### src/design/scvr_pkg.sv
// -----------------------------------------------------------------------------
// S-curve velocity ramp package
// Widths, reset values, register indexes, phase codes and word layouts.
// -----------------------------------------------------------------------------
package scvr_pkg;

   // ramp length in ticks, kept a power of two so the increment is a shift
   localparam int RAMP_SHIFT = 4;
   localparam int RAMP_STEPS = 1 << RAMP_SHIFT;
   localparam int TRI_SUM    = RAMP_STEPS * (RAMP_STEPS + 1) / 2;

   // Q8.16 velocity, 25-bit acceleration, signed work width for compares
   localparam int FRAC_W = 16;
   localparam int VEL_W  = 24;
   localparam int ACC_W  = 25;
   localparam int CW     = 2 * RAMP_SHIFT + VEL_W + 2;

   // serial divider: 32-bit dividend, one quotient bit per cycle
   localparam int DIV_W     = 32;
   localparam int DIV_CNT_W = $clog2(DIV_W);
   // gap*10/(22*N) == floor(floor(gap*5/N)/11)
   localparam int PEAK_DEN  = 11;

   // reset values
   localparam logic [VEL_W-1:0] PEAK_RESET       = VEL_W'(20 << FRAC_W);
   localparam logic [7:0]       SPEED_STEP_RESET = 8'd20;
   localparam logic [7:0]       VEL_LIMIT_RESET  = 8'd200;
   localparam logic [15:0]      PERIOD_NUM_RESET = 16'd4000;

   // configuration port
   localparam int CSR_ADDR_W = 2;
   localparam int CSR_DATA_W = 16;
   typedef enum logic [CSR_ADDR_W-1:0] {
      CSR_SPEED_STEP = 2'd0,
      CSR_VEL_LIMIT  = 2'd1,
      CSR_PERIOD_NUM = 2'd2
   } csr_addr_type;

   // motion mode: only stop is special, every other code runs
   localparam logic [1:0] MODE_STOP = 2'd1;

   typedef enum logic [1:0] {
      PH_RISE = 2'd0,
      PH_HOLD = 2'd1,
      PH_FALL = 2'd2,
      PH_IDLE = 2'd3
   } phase_type;

   // word layouts
   localparam int REQ_W        = 8;
   localparam int RSP_W        = 48;
   localparam int RSP_PHASE_LSB = 24;
   localparam int RSP_EN_BIT    = 26;
   localparam int RSP_PER_LSB   = 27;

   // zero-extend an unsigned value into the signed work width
   function automatic logic signed [CW-1:0] to_cw(input logic [ACC_W-1:0] x);
      return $signed({{(CW-ACC_W){1'b0}}, x});
   endfunction

endpackage

### src/design/s_curve_velocity_ramp_top.sv
// -----------------------------------------------------------------------------
// S-curve velocity ramp
// Jerk-limited velocity ramp with a bit-serial divider for the peak
// acceleration and the step timer period.
// -----------------------------------------------------------------------------
// Usage:
//   req_*  : one word per ramp tick, tdata = {speed_level[5:2], motion_mode[1:0]}.
//   rsp_*  : one word per tick: velocity, ramp phase, motor enable, timer period;
//            tuser flags a newly computed period (period field is 0 otherwise).
//   csr_*  : register writes, taken at any edge with csr_we high; write only
//            while no tick is in flight.
// Sequence:
//   A tick runs ST_CALC after acceptance, then ST_PEAK when a move starts (peak
//   acceleration divide) and ST_PER when a new period is computed, then ST_DONE,
//   which loads the result register; only then is ready high again. The shared
//   one-bit-per-cycle restoring divider serves both divides.
// Reset:
//   Synchronous; clears the ramp to idle at zero velocity and restores the
//   register defaults (step 20, limit 200, numerator 4000).
// Stall:
//   The result register holds its word while rsp_tready is low; the core still
//   takes and works one more tick and waits to hand it over.
// -----------------------------------------------------------------------------
module s_curve_velocity_ramp_top (
   input  logic                             clock,
   input  logic                             reset,
   // tdata: motion_mode[1:0], speed_level[5:2], zero fill
   input  logic                             req_tvalid,
   output logic                             req_tready,
   input  logic [scvr_pkg::REQ_W-1:0]       req_tdata,
   // tdata: velocity[23:0], ramp_phase[25:24], motor_enable[26],
   //        timer_period[42:27], zero fill
   output logic                             rsp_tvalid,
   input  logic                             rsp_tready,
   output logic [scvr_pkg::RSP_W-1:0]       rsp_tdata,
   // tuser: period_valid[0]
   output logic                             rsp_tuser,
   input  logic                             csr_we,
   input  logic [scvr_pkg::CSR_ADDR_W-1:0]  csr_addr,
   input  logic [scvr_pkg::CSR_DATA_W-1:0]  csr_wdata
);
   import scvr_pkg::*;

   typedef enum logic [4:0] {
      ST_IDLE = 5'b00001,
      ST_CALC = 5'b00010,
      ST_PEAK = 5'b00100,
      ST_PER  = 5'b01000,
      ST_DONE = 5'b10000
   } state_type;

   state_type            state_ff, state_in;

   // latched tick fields
   logic [1:0]           mode_ff, mode_in;
   logic [3:0]           level_ff, level_in;

   // registers
   logic [7:0]           speed_step_ff, speed_step_in;
   logic [7:0]           vel_limit_ff, vel_limit_in;
   logic [15:0]          period_num_ff, period_num_in;

   // ramp state
   logic [VEL_W-1:0]     vel_ff, vel_in;
   logic [VEL_W-1:0]     last_vel_ff, last_vel_in;
   logic [ACC_W-1:0]     accel_ff, accel_in;
   logic [VEL_W-1:0]     peak_ff, peak_in;
   logic                 dir_down_ff, dir_down_in;
   phase_type            phase_ff, phase_in;
   logic                 driver_on_ff, driver_on_in;
   logic                 need_per_ff, need_per_in;
   logic [15:0]          period_ff, period_in;

   // serial divider
   logic [VEL_W-1:0]     div_rem_ff, div_rem_in;
   logic [DIV_W-1:0]     div_quo_ff, div_quo_in;
   logic [VEL_W-1:0]     div_den_ff, div_den_in;
   logic [DIV_CNT_W-1:0] div_cnt_ff, div_cnt_in;
   logic [VEL_W:0]       div_trial;
   logic                 div_qbit;
   logic [VEL_W-1:0]     div_rem_step;
   logic [DIV_W-1:0]     div_quo_step;

   // output register
   logic                 rsp_tvalid_ff, rsp_tvalid_in;
   logic [RSP_W-1:0]     rsp_tdata_ff, rsp_tdata_in;
   logic                 rsp_tuser_ff, rsp_tuser_in;

   // one ramp step results
   logic [VEL_W-1:0]     c_vel;
   logic [ACC_W-1:0]     c_acc;
   phase_type            c_phase;
   logic                 c_dir;
   logic                 c_start;
   logic                 c_drv;
   logic [VEL_W-1:0]     c_last;
   logic                 c_per;
   logic [DIV_W-1:0]     c_peak_num;

   assign req_tready = (state_ff == ST_IDLE);
   assign rsp_tvalid = rsp_tvalid_ff;
   assign rsp_tdata  = rsp_tdata_ff;
   assign rsp_tuser  = rsp_tuser_ff;

   // one restoring divide step: shift in the next dividend bit, trial subtract
   always_comb begin : div_step
      div_trial    = {div_rem_ff, div_quo_ff[DIV_W-1]};
      div_qbit     = (div_trial >= {1'b0, div_den_ff});
      div_rem_step = div_qbit ? VEL_W'(div_trial - {1'b0, div_den_ff})
                              : div_trial[VEL_W-1:0];
      div_quo_step = {div_quo_ff[DIV_W-2:0], div_qbit};
   end

   // one ramp tick: target, phase step, peak dividend, clamp, driver logic
   always_comb begin : ramp_step
      logic [11:0]           prod;
      logic [7:0]            tgt_int;
      logic [VEL_W-1:0]      inc;
      logic [CW-1:0]         brake_u;
      logic signed [CW-1:0]  brake_s;
      logic signed [CW-1:0]  tgt_s;
      logic signed [CW-1:0]  lim_s;
      logic signed [CW-1:0]  v0;
      logic signed [CW-1:0]  v;
      logic signed [CW-1:0]  gap_s;
      logic [VEL_W+2:0]      gap5;

      // target velocity
      prod = 12'(level_ff) * 12'(speed_step_ff);
      if (mode_ff == MODE_STOP) begin
         tgt_int = '0;
      end else if (prod > {4'b0, vel_limit_ff}) begin
         tgt_int = vel_limit_ff;
      end else begin
         tgt_int = prod[7:0];
      end
      tgt_s = to_cw({1'b0, tgt_int, {FRAC_W{1'b0}}});
      lim_s = to_cw({1'b0, vel_limit_ff, {FRAC_W{1'b0}}});

      inc     = peak_ff >> RAMP_SHIFT;
      brake_u = (CW'(peak_ff) << RAMP_SHIFT) - (CW'(inc) * CW'(TRI_SUM));
      brake_s = $signed(brake_u);
      v0      = to_cw({1'b0, vel_ff});
      v       = v0;

      c_acc   = accel_ff;
      c_phase = phase_ff;
      c_dir   = dir_down_ff;
      c_start = 1'b0;

      unique case (phase_ff)
         PH_RISE: begin
            c_acc = accel_ff + ACC_W'(inc);
            if (c_acc >= {1'b0, peak_ff}) c_phase = PH_HOLD;
            v = dir_down_ff ? v0 - to_cw(c_acc) : v0 + to_cw(c_acc);
         end
         PH_HOLD: begin
            v = dir_down_ff ? v0 - to_cw(accel_ff) : v0 + to_cw(accel_ff);
            if (!dir_down_ff && (v >= tgt_s - brake_s)) begin
               c_phase = PH_FALL;
            end else if (dir_down_ff && (v <= tgt_s + brake_s)) begin
               c_phase = PH_FALL;
            end
         end
         PH_FALL: begin
            if (accel_ff <= ACC_W'(inc)) c_acc = '0;
            else c_acc = accel_ff - ACC_W'(inc);
            v = dir_down_ff ? v0 - to_cw(c_acc) : v0 + to_cw(c_acc);
            if (c_acc == '0) begin
               c_phase = PH_IDLE;
               v       = tgt_s;
            end
            // overshoot is cut back to the target
            if (!dir_down_ff && (v > tgt_s)) begin
               v       = tgt_s;
               c_phase = PH_IDLE;
            end else if (dir_down_ff && (v < tgt_s)) begin
               v       = tgt_s;
               c_phase = PH_IDLE;
            end
         end
         PH_IDLE: begin
            // a new move starts whenever the target moved away
            if (v0 != tgt_s) begin
               c_start = 1'b1;
               c_acc   = '0;
               c_phase = PH_RISE;
               c_dir   = (v0 < tgt_s) ? 1'b0 : 1'b1;
            end
         end
      endcase

      // peak dividend floor(gap*5/N), divided by 11 in the serial unit
      gap_s      = (v0 > tgt_s) ? v0 - tgt_s : tgt_s - v0;
      gap5       = {3'b0, gap_s[VEL_W-1:0]} + {1'b0, gap_s[VEL_W-1:0], 2'b0};
      c_peak_num = DIV_W'(gap5 >> RAMP_SHIFT);

      // clamp to [0, limit]
      if (v > lim_s) v = lim_s;
      else if (v[CW-1]) v = '0;
      c_vel = v[VEL_W-1:0];

      // driver enable and period request
      c_drv  = driver_on_ff;
      c_last = last_vel_ff;
      c_per  = 1'b0;
      if (!driver_on_ff && (c_vel != '0)) begin
         c_drv = 1'b1;
      end else if (driver_on_ff && (c_vel == '0)) begin
         c_drv = 1'b0;
      end else if ((c_vel != last_vel_ff) && (c_vel != '0)) begin
         c_last = c_vel;
         c_per  = 1'b1;
      end
   end

   // sequencer, register writes and output register
   always_comb begin : next_state
      state_in      = state_ff;
      mode_in       = mode_ff;
      level_in      = level_ff;
      speed_step_in = speed_step_ff;
      vel_limit_in  = vel_limit_ff;
      period_num_in = period_num_ff;
      vel_in        = vel_ff;
      last_vel_in   = last_vel_ff;
      accel_in      = accel_ff;
      peak_in       = peak_ff;
      dir_down_in   = dir_down_ff;
      phase_in      = phase_ff;
      driver_on_in  = driver_on_ff;
      need_per_in   = need_per_ff;
      period_in     = period_ff;
      div_rem_in    = div_rem_ff;
      div_quo_in    = div_quo_ff;
      div_den_in    = div_den_ff;
      div_cnt_in    = div_cnt_ff;
      rsp_tvalid_in = rsp_tvalid_ff;
      rsp_tdata_in  = rsp_tdata_ff;
      rsp_tuser_in  = rsp_tuser_ff;

      // register writes
      if (csr_we) begin
         unique case (csr_addr)
            CSR_SPEED_STEP: speed_step_in = csr_wdata[7:0];
            CSR_VEL_LIMIT:  vel_limit_in  = csr_wdata[7:0];
            CSR_PERIOD_NUM: period_num_in = csr_wdata;
            default: ;
         endcase
      end

      // word taken downstream
      if (rsp_tready) rsp_tvalid_in = 1'b0;

      unique case (state_ff)
         ST_IDLE: begin
            if (req_tvalid) begin
               mode_in  = req_tdata[1:0];
               level_in = req_tdata[5:2];
               state_in = ST_CALC;
            end
         end
         ST_CALC: begin
            vel_in       = c_vel;
            last_vel_in  = c_last;
            accel_in     = c_acc;
            phase_in     = c_phase;
            dir_down_in  = c_dir;
            driver_on_in = c_drv;
            need_per_in  = c_per;
            div_rem_in   = '0;
            div_cnt_in   = DIV_CNT_W'(DIV_W - 1);
            if (c_start) begin
               div_quo_in = c_peak_num;
               div_den_in = VEL_W'(PEAK_DEN);
               state_in   = ST_PEAK;
            end else if (c_per) begin
               div_quo_in = {period_num_ff, {FRAC_W{1'b0}}};
               div_den_in = c_vel;
               state_in   = ST_PER;
            end else begin
               state_in   = ST_DONE;
            end
         end
         ST_PEAK: begin
            div_rem_in = div_rem_step;
            div_quo_in = div_quo_step;
            div_cnt_in = div_cnt_ff - 1'b1;
            if (div_cnt_ff == '0) begin
               // floor at RAMP_STEPS so the increment is at least one LSB
               if (div_quo_step < DIV_W'(RAMP_STEPS)) peak_in = VEL_W'(RAMP_STEPS);
               else peak_in = div_quo_step[VEL_W-1:0];
               if (need_per_ff) begin
                  div_rem_in = '0;
                  div_quo_in = {period_num_ff, {FRAC_W{1'b0}}};
                  div_den_in = vel_ff;
                  div_cnt_in = DIV_CNT_W'(DIV_W - 1);
                  state_in   = ST_PER;
               end else begin
                  state_in   = ST_DONE;
               end
            end
         end
         ST_PER: begin
            div_rem_in = div_rem_step;
            div_quo_in = div_quo_step;
            div_cnt_in = div_cnt_ff - 1'b1;
            if (div_cnt_ff == '0) begin
               if (div_quo_step[DIV_W-1:16] != '0) period_in = '1;
               else period_in = div_quo_step[15:0];
               state_in = ST_DONE;
            end
         end
         ST_DONE: begin
            if (!rsp_tvalid_ff || rsp_tready) begin
               rsp_tvalid_in = 1'b1;
               rsp_tdata_in  = {{(RSP_W - RSP_PER_LSB - 16){1'b0}},
                                (need_per_ff ? period_ff : 16'd0),
                                driver_on_ff, phase_ff, vel_ff};
               rsp_tuser_in  = need_per_ff;
               state_in      = ST_IDLE;
            end
         end
         default: state_in = ST_IDLE;
      endcase
   end

   // control and ramp state
   always_ff @(posedge clock) begin
      if (reset) begin
         state_ff      <= ST_IDLE;
         speed_step_ff <= SPEED_STEP_RESET;
         vel_limit_ff  <= VEL_LIMIT_RESET;
         period_num_ff <= PERIOD_NUM_RESET;
         vel_ff        <= '0;
         last_vel_ff   <= '0;
         accel_ff      <= '0;
         peak_ff       <= PEAK_RESET;
         dir_down_ff   <= 1'b0;
         phase_ff      <= PH_IDLE;
         driver_on_ff  <= 1'b0;
         need_per_ff   <= 1'b0;
         rsp_tvalid_ff <= 1'b0;
      end else begin
         state_ff      <= state_in;
         speed_step_ff <= speed_step_in;
         vel_limit_ff  <= vel_limit_in;
         period_num_ff <= period_num_in;
         vel_ff        <= vel_in;
         last_vel_ff   <= last_vel_in;
         accel_ff      <= accel_in;
         peak_ff       <= peak_in;
         dir_down_ff   <= dir_down_in;
         phase_ff      <= phase_in;
         driver_on_ff  <= driver_on_in;
         need_per_ff   <= need_per_in;
         rsp_tvalid_ff <= rsp_tvalid_in;
      end
   end

   // payload
   always_ff @(posedge clock) begin
      mode_ff      <= mode_in;
      level_ff     <= level_in;
      period_ff    <= period_in;
      div_rem_ff   <= div_rem_in;
      div_quo_ff   <= div_quo_in;
      div_den_ff   <= div_den_in;
      div_cnt_ff   <= div_cnt_in;
      rsp_tdata_ff <= rsp_tdata_in;
      rsp_tuser_ff <= rsp_tuser_in;
   end

endmodule

### config.mk
export PLATFORM = sky130hd
export DESIGN_NAME = s_curve_velocity_ramp_top
export DESIGN_NICKNAME = d
export VERILOG_FILES = /design/src/design/scvr_pkg.sv /design/src/design/s_curve_velocity_ramp_top.sv
export SDC_FILE = /design/constraint.sdc
export NUM_CORES = 1
export LEC_CHECK = 0
export BUFFER_PORTS_ARGS = -buffer_cell sky130_fd_sc_hd__buf_2
export CELL_PAD_IN_SITES_DETAIL_PLACEMENT = 1
export CELL_PAD_IN_SITES_GLOBAL_PLACEMENT = 2
export CORE_ASPECT_RATIO = 0.6
export CORE_MARGIN = 5
export CORE_UTILIZATION = 40
export CTS_CLUSTER_DIAMETER = 60
export DETAILED_ROUTE_END_ITERATION = 6
export PLACE_DENSITY_LB_ADDON = 0.1
export SLEW_MARGIN = 20
export SYNTH_ARGS = -nofsm -noshare
export SYNTH_HDL_FRONTEND = slang
export SYNTH_SLANG_ARGS = --single-unit
### constraint.sdc
create_clock -name clock -period 18.1 [get_ports clock]
set_input_delay 0.905 -clock clock [delete_from_list [all_inputs] [get_ports clock]]
set_output_delay 0.905 -clock clock [all_outputs]
set_load 0.05 [all_outputs]
== After elaboration in Yosys (flattened, before gate mapping) ==
Index checks and enable logic that the tools add are counted.

* Bits in registers: 291
* Bits in latches: 0
* Memory bits (writable): 0
* Memory bits (read-only): 0
* Input bits: 31
* Output and inout bits: 51
* Word-level logic and storage cells: 177
* Memories kept: 0

* Add/subtract/negate cells: 16
* $mul: 2
* Divide/modulo/power cells: 0
* Magnitude comparators: 12
* Equality and inequality tests: 23
* Shift-type cells: 0
* Muxes and demuxes: 62
* Bitwise logic cells: 2
* Reductions and logical operators: 37

{| class="wikitable"
|+ Operators by type and width
! kind !! count
|-
| 2-to-1 mux 24 bit || 11
|-
| 2-to-1 mux 34 bit || 7
|-
| 2-to-1 mux 32 bit || 4
|-
| one-hot mux 34 bit (3 select lines) || 1
|-
| one-hot mux 32 bit (3 select lines) || 1
|-
| adder 24 x 25 -> 26 bit || 3
|-
| subtractor 24 x 25 -> 26 bit || 3
|-
| 2-to-1 mux 25 bit || 3
|-
| one-hot mux 25 bit (3 select lines) || 1
|-
| one-hot mux 24 bit (3 select lines) || 1
|-
| subtractor 24 bit || 3
|-
| greater-than comparator 34 x 25 -> 1 bit || 2
|-
| >= comparator 25 x 24 -> 1 bit || 2
|-
| != test 24 bit || 2
|-
| one-hot mux 24 bit (2 select lines) || 1
|-
| 2-to-1 mux 5 bit || 9
|-
| >= comparator 34 x 30 -> 1 bit || 1
|-
| less-or-equal comparator 34 x 30 -> 1 bit || 1
|-
| less-than comparator 34 x 25 -> 1 bit || 1
|-
| less-than comparator 32 x 5 -> 1 bit (second input constant) || 1
|-
| adder 25 x 29 -> 30 bit || 1
|-
| subtractor 25 x 29 -> 30 bit || 1
|-
| subtractor 28 x 28 -> 29 bit || 1
|-
| adder 24 x 26 -> 27 bit || 1
|-
| other kinds (41) || 92
|}

== Longest topological paths before layout ==
Gate-level depths: netlist of run 1.

* Word-level depth: 22
* Gate-level depth with buffers: 63
* Depth with buffers taken out: 58

== Least setup slack after synthesis of run 1 ==
No wires, ideal clock.

* Kind: reg-to-reg
* Start: register peak_ff[10]
* End: register div_den_ff[0], enable pin
* Setup time: 417 ps
* Data arrival time: 12823 ps
* Data required time: 17683 ps
* Slack: 4861 ps
* Stages on the path, launching flop included: 62
* Buffers on the path: 5
* Period minus slack after synthesis: 13239 ps
* Path through: dfxtp_1 > inv_1 > ha_1 > buf_6 > a211oi_2 > o21bai_1 > or2_1 > o211a_1 > a311o_2 > a21oi_4 > clkbuf_1 > nor2_1 > ha_1 > fa_1 > nor2b_1 > o31a_1 > o22ai_2 > o211a_1 > [... 26 more ...] > nand2b_1 > a21oi_1 > nor2b_1 > o21ai_0 > nand2b_1 > a21oi_1 > o21a_1 > and2_1 > buf_2 > a31oi_4 > buf_4 > mux2i_1 > nor4b_1 > nand4_2 > ha_1 > nor2_1 > and3_4 > a2bb2oi_1

* Cells in the longest elaborated chain, start to end: 21
* Elaborated cells between the ends (all ways): 35
* Classes of those cells: add/sub (6); order compare (4); eq/ne (2); mux (14); reduce/logical (9)

{| class="wikitable"
|+ RTL lines
! what !! line !! RTL
|-
| start, declared || s_curve_velocity_ramp_top.sv:67 || <nowiki>logic [VEL_W-1:0] peak_ff, peak_in;</nowiki>
|-
| start signal, assigned || s_curve_velocity_ramp_top.sv:352 || <nowiki>peak_ff <= peak_in;</nowiki>
|-
| subtractor 25 x 20 -> 25 bit or less-or-equal comparator 25 x 20 -> 1 bit (tied branches) || s_curve_velocity_ramp_top.sv:167, s_curve_velocity_ramp_top.sv:166 ||
|-
| 2-to-1 mux 25 bit || s_curve_velocity_ramp_top.sv:166 || <nowiki>if (accel_ff <= ACC_W'(inc)) c_acc = '0;</nowiki>
|-
| 2-to-1 mux 25 bit || s_curve_velocity_ramp_top.sv:151 || <nowiki>unique case (phase_ff)</nowiki>
|-
| adder 24 x 25 -> 26 bit or subtractor 24 x 25 -> 26 bit (tied branches) || s_curve_velocity_ramp_top.sv:168 || <nowiki>v = dir_down_ff ? v0 - to_cw(c_acc) : v0 + to_cw(c_acc);</nowiki>
|-
| 2-to-1 mux 34 bit || s_curve_velocity_ramp_top.sv:168 ||
|-
| 2-to-1 mux 34 bit || s_curve_velocity_ramp_top.sv:169 || <nowiki>if (c_acc == '0) begin</nowiki>
|-
| 2-to-1 mux 34 bit || s_curve_velocity_ramp_top.sv:151 ||
|-
| less-than comparator 34 x 25 -> 1 bit || s_curve_velocity_ramp_top.sv:177 || <nowiki>end else if (dir_down_ff && (v < tgt_s)) begin</nowiki>
|-
| [... 5 more ...] || -- ||
|-
| 2-to-1 mux 24 bit * || s_curve_velocity_ramp_top.sv:199 || <nowiki>if (v > lim_s) v = lim_s;</nowiki>
|-
| != test 24 bit or nonzero test 24 bit (tied branches) || s_curve_velocity_ramp_top.sv:211, s_curve_velocity_ramp_top.sv:207 ||
|-
| logical AND 1 bit || s_curve_velocity_ramp_top.sv:211 || <nowiki>end else if ((c_vel != last_vel_ff) && (c_vel != '0)) begin</nowiki>
|-
| 2-to-1 mux 1 bit || s_curve_velocity_ramp_top.sv:211 ||
|-
| 2-to-1 mux 1 bit || s_curve_velocity_ramp_top.sv:209 || <nowiki>end else if (driver_on_ff && (c_vel == '0)) begin</nowiki>
|-
| 2-to-1 mux 1 bit * || s_curve_velocity_ramp_top.sv:207 || <nowiki>if (!driver_on_ff && (c_vel != '0)) begin</nowiki>
|-
| != test 3 bit (no source line) * || -- ||
|-
| AND reduction 4 bit (no source line) * || -- ||
|-
| end signal, assigned || s_curve_velocity_ramp_top.sv:368 || <nowiki>div_den_ff <= div_den_in;</nowiki>
|-
| end, declared || s_curve_velocity_ramp_top.sv:77 || <nowiki>logic [VEL_W-1:0] div_den_ff, div_den_in;</nowiki>
|}

Every way passes the cells marked *; elsewhere a longest branch is shown, timed or not. The select of a mux whose other input is x is not followed.
A chain may end at the register's enable or synchronous reset.

== Worst setup path in the final report of run 1 ==
* Start: register peak_ff[8]
* End: register div_quo_ff[18], enable pin

* Cells in the longest elaborated chain, start to end: 21
* Elaborated cells between the ends (all ways): 35
* Classes of those cells: add/sub (6); order compare (4); eq/ne (2); mux (14); reduce/logical (9)

{| class="wikitable"
|+ RTL lines
! what !! line !! RTL
|-
| subtractor 25 x 20 -> 25 bit or less-or-equal comparator 25 x 20 -> 1 bit (tied branches) || s_curve_velocity_ramp_top.sv:167, s_curve_velocity_ramp_top.sv:166 ||
|-
| 2-to-1 mux 25 bit || s_curve_velocity_ramp_top.sv:166 ||
|-
| 2-to-1 mux 25 bit || s_curve_velocity_ramp_top.sv:151 ||
|-
| adder 24 x 25 -> 26 bit or subtractor 24 x 25 -> 26 bit (tied branches) || s_curve_velocity_ramp_top.sv:168 ||
|-
| 2-to-1 mux 34 bit || s_curve_velocity_ramp_top.sv:168 ||
|-
| 2-to-1 mux 34 bit || s_curve_velocity_ramp_top.sv:169 ||
|-
| 2-to-1 mux 34 bit || s_curve_velocity_ramp_top.sv:151 ||
|-
| less-than comparator 34 x 25 -> 1 bit || s_curve_velocity_ramp_top.sv:177 ||
|-
| [... 5 more ...] || -- ||
|-
| 2-to-1 mux 24 bit * || s_curve_velocity_ramp_top.sv:199 ||
|-
| != test 24 bit or nonzero test 24 bit (tied branches) || s_curve_velocity_ramp_top.sv:211, s_curve_velocity_ramp_top.sv:207 ||
|-
| logical AND 1 bit || s_curve_velocity_ramp_top.sv:211 ||
|-
| 2-to-1 mux 1 bit || s_curve_velocity_ramp_top.sv:211 ||
|-
| 2-to-1 mux 1 bit || s_curve_velocity_ramp_top.sv:209 ||
|-
| 2-to-1 mux 1 bit * || s_curve_velocity_ramp_top.sv:207 ||
|-
| != test 3 bit (no source line) * || -- ||
|-
| AND reduction 2 bit (no source line) * || -- ||
|-
| end signal, assigned || s_curve_velocity_ramp_top.sv:367 || <nowiki>div_quo_ff <= div_quo_in;</nowiki>
|-
| end, declared || s_curve_velocity_ramp_top.sv:76 || <nowiki>logic [DIV_W-1:0] div_quo_ff, div_quo_in;</nowiki>
|}

Marks and branches as above.

==> impl_metrics.toml, run 1 <==
[synth]
post_synth.cell_area_avg_um2 = 8.114
syn_area_mm2 = 0.03215
async_reset_ff_frac = 0
synth.yosys.seq_area_share = 0.2282
post_synth_inst_count = 3962
ys.flop_type = "sky130_fd_sc_hd__edfxtp_1"
synthesis.yosys.warnings = 0
synth_cell_types = 116
synth-seq-cells = 291
count_of_flip_flops_with_a_built_in_enable_after_synthesis = 151

[setup_path]
startpoint_type = "register"
critPathMaxFanout = 32
setup.worst_path.end_class = "register"
cp.required_ns = 18.31
timing.critical_path.arrival_ns = 17.17
critical-path-max-stage-delay_ns = 1.01
critPathMostFrequentCell = "sky130_fd_sc_hd__ha_1"
critPathKind = "register to register"
critical-path-slowest-cell = "sky130_fd_sc_hd__nor4_1"

[timing]
finalHoldViolations = 0
timing_worst_slew_pin_value_ns = 1.237
fin_crit_sh = 0.9370
final.setup.tns_ns = 0
final_max_slew_viol_count = 0
rsz0062_at_grt = "false"
timing.final.crit_period_ns = 16.96
whs_ns = 0.4543
max_freq_ghz = 0.05896
timing.clock.skew_ns = 0.01399
max-slew-margin-rel = 0.1678
setup_viol = 0

[cts]
cts-hold-fix-buffers = 0
cts_tree = "built"
cts_max_level = 2
cts_made_buffers = 37
clock_tree.buffer_depth = 3
clk_latency_ns = 0.58
clock_pin_slew_on_the_worst_setup_and_hold_paths_ns = 0.06
clk_root_buffer_cell = "sky130_fd_sc_hd__clkbuf_16"
cts_resized = 0
postCtsSetupBuffers = 0
clock_sinks = 291

[power]
maximum_ir_drop_on_the_vdd_rail_mv = 0.09834
cellPowerDensity_mw_per_mm2 = 74.63
leakagePower_nw = 15.23

[cells_and_area]
num-nets-final = 4476
flow.area_growth_from_synthesis_pct = 8.527
n_antenna_cell = 0
layout-drive-gt1-share = 0.07965
utilization = 0.4385
n_fill_cell = 9682

[placed_design]
port_buffers = 74
place.gp.congestion = 0.9433
detailed_place_hpwl_mm = 108.7

[floorplanning]
core.rowCount = 80
design.portCount = 82
die-width_um = 376
floorplan.die.height_um = 229.6
floorplan.die_area_mm2 = 0.08633
initial_core_util = 0.4040
design.core.area_mm2 = 0.07958

[routing]
detail_route.drc_violations = 0
totalWireLength_mm = 134.0
drtAntennaViolNets = 0
post_drt_via_cell_ratio = 6.098
route.detailed.wl_per_inst_um = 26.43
drt_iter0_drc = 3356
firstDrtPassIters = 5
vias = 30922

[flow_run]
drv_cap = 0

[hold_path]
hold_path_class = "register to register"

[global_route]
grt.overflow.total = 0
grt_pass1_wl_mm = 198.0
initial_antenna_violation_count = 7
grtUsageTotal = 0.2990
pin_count_of_the_biggest_net_entering_global_routing = 69
via_count_of_the_first_global_routing_pass = 29142

[run_status]
status = "completed"
report_power, final:
part | total (W) | internal [W] | switching (W)
registers | 0.000739 | 0.000722 | 0.0000174
clock network | 0.000738 | 0.000405 | 0.000333
logic | 0.00113 | 0.000413 | 0.000714
placed cells by master, fill, tap and decap left out, drive strengths merged, types with 140 or more instances in the layout:
cell	synthesis	routed
inv	363	369
o21ai	225	225
nand2	281	281
buf	47	141
dfxtp	140	140
ha	443	443
xnor2	170	170
edfxtp	151	151
a21oi	335	335
nor2	334	334
kinds of logic (layout without fill, tap and decap cells):
family,Yosys count,count (layout),share of synthesized area
mux,78,78,0.02530
fa+ha+maj,468,468,0.1880
compound gates,1209,1209,0.2544
other cells,1,5,0.0001166
buf+inv,534,573,0.06425
simple gates,1145,1145,0.1754
xor+xnor,236,236,0.06429
flops,291,291,0.2282
state kept, by name, indices dropped and copies added, names as in the netlist, 4 cells and up:
register       flops
peak_ff           24
div_quo_ff        32
div_den_ff        24
state_ff           5
period_ff         16
vel_ff            24
div_rem_ff        24
last_vel_ff       24
speed_step_ff      8
period_num_ff     16
accel_ff          25
div_cnt_ff         5
vel_limit_ff       8
rsp_tdata         43
level_ff           4
routing by layer:
layer	global-route usage	wire length, um	vias up
met5	0	13	-
met4	0.03415	1477	2
met3	0.06280	12490	99
met2	0.3877	48990	1171
met1	0.5009	71080	15303
li1	-	-	14347
per-stage QoR:
stage | total power (W) | setup slack (ns) | cells | area [um2]
finish | 0.002604 | 1.140 | 5071 | 34890
floorplan | 0.001517 | 4.861 | 3966 | 32160
CTS | 0.002590 | 1.989 | 5071 | 34880
detailed placement | 0.001841 | 2.067 | 5004 | 33730
global placement | 0.001827 | 2.152 | 5004 | 33730
global route | 0.002734 | 0.8161 | 5071 | 34890
cells in the mapped netlist (all sizes together), types with 15 or more instances:
cell     instances  area share
a2111oi         15      0.0053
a211oi          44       0.011
a21boi          31      0.0072
a21o            92       0.021
a21oi          335       0.053
a221oi          40       0.012
a22o            23      0.0063
a22oi           31      0.0074
a31oi           23      0.0051
and2            60       0.012
and3            23      0.0046
buf             47      0.0074
clkbuf         122       0.014
dfxtp          140       0.087
edfxtp         151        0.14
fa              25       0.016
ha             443        0.17
inv            363       0.042
mux2i           65       0.021
nand2          281       0.033
nand2b          55       0.011
nand3           64       0.010
nand4           44      0.0090
nor2           334       0.039
nor2b           51      0.0099
nor3            76       0.012
nor4            24      0.0051
o211ai          24      0.0056
o21a            41      0.0096
o21ai          225       0.035
o21bai          57       0.013
o221ai          16      0.0044
o22ai           30      0.0060
o31a            15      0.0041
o31ai           43       0.010
or2             40      0.0078
or3             30      0.0058
xnor2          170       0.046
xor2            66       0.018
final timing paths:
check,start,to,slack (ns),cells past startpoint
max,peak_ff[8],div_quo_ff[18],1.14,55
min,period_num_ff[6],period_num_ff[6],0.45,2
max reg2reg,peak_ff[8],div_quo_ff[18],1.14,55
min reg2reg,period_num_ff[6],period_num_ff[6],0.45,2
worst max-delay path: cells and delay by family (launching register included):
kind | cells | cell delay (ns)
mux | 1 | 0.38
buf+inv | 4 | 0.87
compound gates | 20 | 5.55
fa+ha+maj | 5 | 1.78
simple gates | 24 | 6.97
flops | 1 | 0.61
xor+xnor | 1 | 0.30
area by class of cell:
class	instances	area [um2]	share of cell area
Multi-Input combinational cell	3141	22820	0.6541
Sequential cell	291	7341	0.2104
Inverter	365	1370	0.03927
Tap cell	1066	1334	0.03823
Clock buffer	46	980.9	0.02811
Timing Repair Buffer	141	875.8	0.02510
Clock inverter	21	166.4	0.004769
No activity file was read; power rests on OpenSTA's default activity.
==> run 2: changes to the inputs <==
--- a/config.mk
+++ b/config.mk
@@ -5,12 +5,13 @@
 export SDC_FILE = /design/constraint.sdc
 export NUM_CORES = 1
 export LEC_CHECK = 0
+export ABC_AREA = 1
 export BUFFER_PORTS_ARGS = -buffer_cell sky130_fd_sc_hd__buf_2
 export CELL_PAD_IN_SITES_DETAIL_PLACEMENT = 1
 export CELL_PAD_IN_SITES_GLOBAL_PLACEMENT = 2
 export CORE_ASPECT_RATIO = 0.6
 export CORE_MARGIN = 5
-export CORE_UTILIZATION = 40
+export CORE_UTILIZATION = 37
 export CTS_CLUSTER_DIAMETER = 60
 export DETAILED_ROUTE_END_ITERATION = 6
 export PLACE_DENSITY_LB_ADDON = 0.1
==> run 2 against run 1 <==
Compared with the run above:
- total power up 39%
- combinational power up 86%
- setup slack better by 2.9 ns
- design area up 2.2%
- register-to-register slack better by 2.9 ns
- clock skew up 0.025 ns
- routed wire length up 11%
- non-clock buffer count down 6
- sequential power up 5.1%
- critical endpoint is now div_quo_ff[14]
- maximum frequency up 21%
- flip-flop and latch count unchanged
==> impl_metrics.toml, run 2 <==
[cells_and_area]
utilization = 0.4062
multiInputGateArea_mm2 = 0.02187
n_fill_cell = 11359
most-common-layout-cells = "sky130_fd_sc_hd__nand2_1, sky130_fd_sc_hd__inv_1, sky130_fd_sc_hd__a21oi_1, sky130_fd_sc_hd__ha_1, sky130_fd_sc_hd__nor2_1"
layout-drive-gt1-share = 0.05085
final-seq-area_mm2 = 0.007341
post-route-cell-area_mm2 = 0.03565
num-nets-final = 5448
flip_flop_count_of_the_largest_register_all_copies_and_words_added = 43
most_common_cell_after_layout_fill_and_taps_aside = "sky130_fd_sc_hd__nand2_1"
flow.area_growth_from_synthesis_pct = 8.582

[cts]
clk_latency_ns = 0.60
postCtsSetupBuffers = 0
cts-hold-fix-buffers = 0
clock_sinks = 291
cts_tree = "built"
clk_root_buffer_cell = "sky130_fd_sc_hd__clkbuf_16"
clock_pin_slew_on_the_worst_setup_and_hold_paths_ns = 0.07
clock_tree.buffer_depth = 3
cts_resized = 0
cts_max_level = 2
cts_made_buffers = 35

[global_route]
via_count_of_the_first_global_routing_pass = 32473
initial_antenna_violation_count = 2
grt.overflow.total = 0
pin_count_of_the_biggest_net_entering_global_routing = 58
grt_pass1_wl_mm = 217.3
grtUsageTotal = 0.3035

[synth]
syn_area_mm2 = 0.03283
ys.flop_type = "sky130_fd_sc_hd__edfxtp_1"
synth_most_common_cell = "sky130_fd_sc_hd__nand2_1"
synth_top_cells_by_area = "sky130_fd_sc_hd__ha_1, sky130_fd_sc_hd__edfxtp_1, sky130_fd_sc_hd__nand2_1, sky130_fd_sc_hd__inv_1, sky130_fd_sc_hd__dfxtp_1"
async_reset_ff_frac = 0
synth_top_cells_by_count = "sky130_fd_sc_hd__nand2_1, sky130_fd_sc_hd__inv_1, sky130_fd_sc_hd__a21oi_1"
synth.largest_area_cell = "sky130_fd_sc_hd__ha_1"
synth.yosys.seq_area_share = 0.2235
post_synth_inst_count = 4929
synth_cell_types = 62
post_synth.cell_area_avg_um2 = 6.661
synth-seq-cells = 291
synthesis.yosys.warnings = 0
count_of_flip_flops_with_a_built_in_enable_after_synthesis = 151
synthDominantCellAreaShare = 0.1688

[routing]
totalWireLength_mm = 148.4
drt_iter0_drc = 3042
route.detailed.wl_per_inst_um = 24.18
drtAntennaViolNets = 0
post_drt_via_cell_ratio = 5.522
detail_route.drc_violations = 0
firstDrtPassIters = 5
vias = 33891

[power]
maximum_ir_drop_on_the_vdd_rail_mv = 0.09692
cellPowerDensity_mw_per_mm2 = 101.7
leakagePower_nw = 18.63

[placed_design]
placed_area_mm2 = 0.03447
port_buffers = 74
place.gp.congestion = 0.9782
detailed_place_hpwl_mm = 122.8

[setup_path]
timing.critical_path.arrival_ns = 14.29
critPathMaxFanout = 45
critPathTopFamily = "simple AND/OR/NAND/NOR gates"
critPathMostFrequentCell = "sky130_fd_sc_hd__nand2_1"
critical-path-max-stage-delay_ns = 0.61
critical-path-slowest-cell = "sky130_fd_sc_hd__o21ai_0"
critical_path_buf_inv_count = 10
startpoint_type = "register"
critPathKind = "register to register"
setup.worst_path.end_class = "register"
cp.required_ns = 18.37

[floorplanning]
design.core.area_mm2 = 0.08776
die-width_um = 394.6
floorplan.die.height_um = 240.7
core.rowCount = 84
initial_core_util = 0.3741
design.portCount = 82
floorplan.die_area_mm2 = 0.09499

[timing]
timing_worst_slew_pin_value_ns = 1.140
timing.final.crit_period_ns = 14.01
max_freq_ghz = 0.07137
finalHoldViolations = 0
fin_crit_sh = 0.7741
timing.clock.skew_ns = 0.03932
final.setup.tns_ns = 0
setup_viol = 0
final_max_slew_viol_count = 0
rsz0062_at_grt = "false"
max-slew-margin-rel = 0.2320

[run_status]
status = "completed"

[hold_path]
hold_path_class = "register to register"

[flow_run]
drv_cap = 0
-- run 2: cell count changes in the layout (fill, tap and decap cells not counted), sizes merged, moves of 64 or more --
cell,delta
nand3,+199
xnor2,-138
a21oi,+156
o21ai,+74
xor2,+75
inv,+423
mux2i,-64
a21o,-76
nand2,+897
-- run 2: power by group --
part	switching, W	leakage (nW)	internal (W)	total, W
Clock	0.000349	0.550	0.000395	0.000744
Combinational	0.00147	15.5	0.000630	0.00210
Sequential	0.0000252	2.55	0.000752	0.000777
Total	0.00185	18.6	0.00178	0.00362
-- run 2: logic make-up (layout without fill, tap and decap cells) --
| group | after synthesis | in the layout | synth area share |
|---|---|---|---|
| xor+xnor | 173 | 173 | 0.04615 |
| other cells | 1 | 6 | 0.0001142 |
| buf+inv | 952 | 994 | 0.1123 |
| mux | 1 | 1 | 0.0003049 |
| fa+ha+maj | 468 | 468 | 0.1841 |
| flops | 291 | 291 | 0.2235 |
| simple gates | 1987 | 1987 | 0.2514 |
| compound gates | 1056 | 1056 | 0.1821 |
-- run 2: per-stage QoR --
step	instances	power [W]	worst slack [ns]	hold slack, ns
floorplan	4933	0.002146	7.427	0.4064
global placement	6072	0.002763	4.725	0.4450
detailed placement	6072	0.002804	4.397	0.4457
CTS	6135	0.003563	4.341	0.4545
global route	6136	0.003862	3.302	0.4744
finish	6137	0.003625	4.088	0.4556
-- run 2: area by class of cell --
cell class | instances | share of cell area
multi-input cells | 3690 | 0.6135
flip-flops and latches | 291 | 0.2059
inverters | 796 | 0.08381
well taps | 1161 | 0.04075
clock buffers | 36 | 0.02467
repair buffers | 135 | 0.02380
clock inverters | 27 | 0.007441
diodes | 1 | 0.00007020
-- run 2: layer usage --
| metal | GRT usage | up-vias | share of wire |
|---|---|---|---|
| met4 | 0.04204 | 2 | 0.013 |
| li1 | - | 16337 | - |
| met2 | 0.3893 | 1090 | 0.35 |
| met1 | 0.4859 | 16367 | 0.53 |
| met5 | 0.01158 | - | 0.0011 |
| met3 | 0.09908 | 95 | 0.10 |
-- run 2: final timing paths --
path / startpoint / endpoint / slack, ns / depth (start not counted)
max reg2reg: peak_ff[10] / div_quo_ff[14] / 4.09 / 64
min reg2reg: period_num_ff[12] / period_num_ff[12] / 0.46 / 2
min: period_num_ff[12] / period_num_ff[12] / 0.46 / 2
max: peak_ff[10] / div_quo_ff[14] / 4.09 / 64
-- run 2: worst reg2reg max path, delay by kind of cell (launching register included) --
family	cells	cell delay (ns)
xor+xnor	1	0.29
fa+ha+maj	5	1.80
simple gates	37	6.22
compound gates	11	3.12
buf+inv	10	1.68
flops	1	0.57
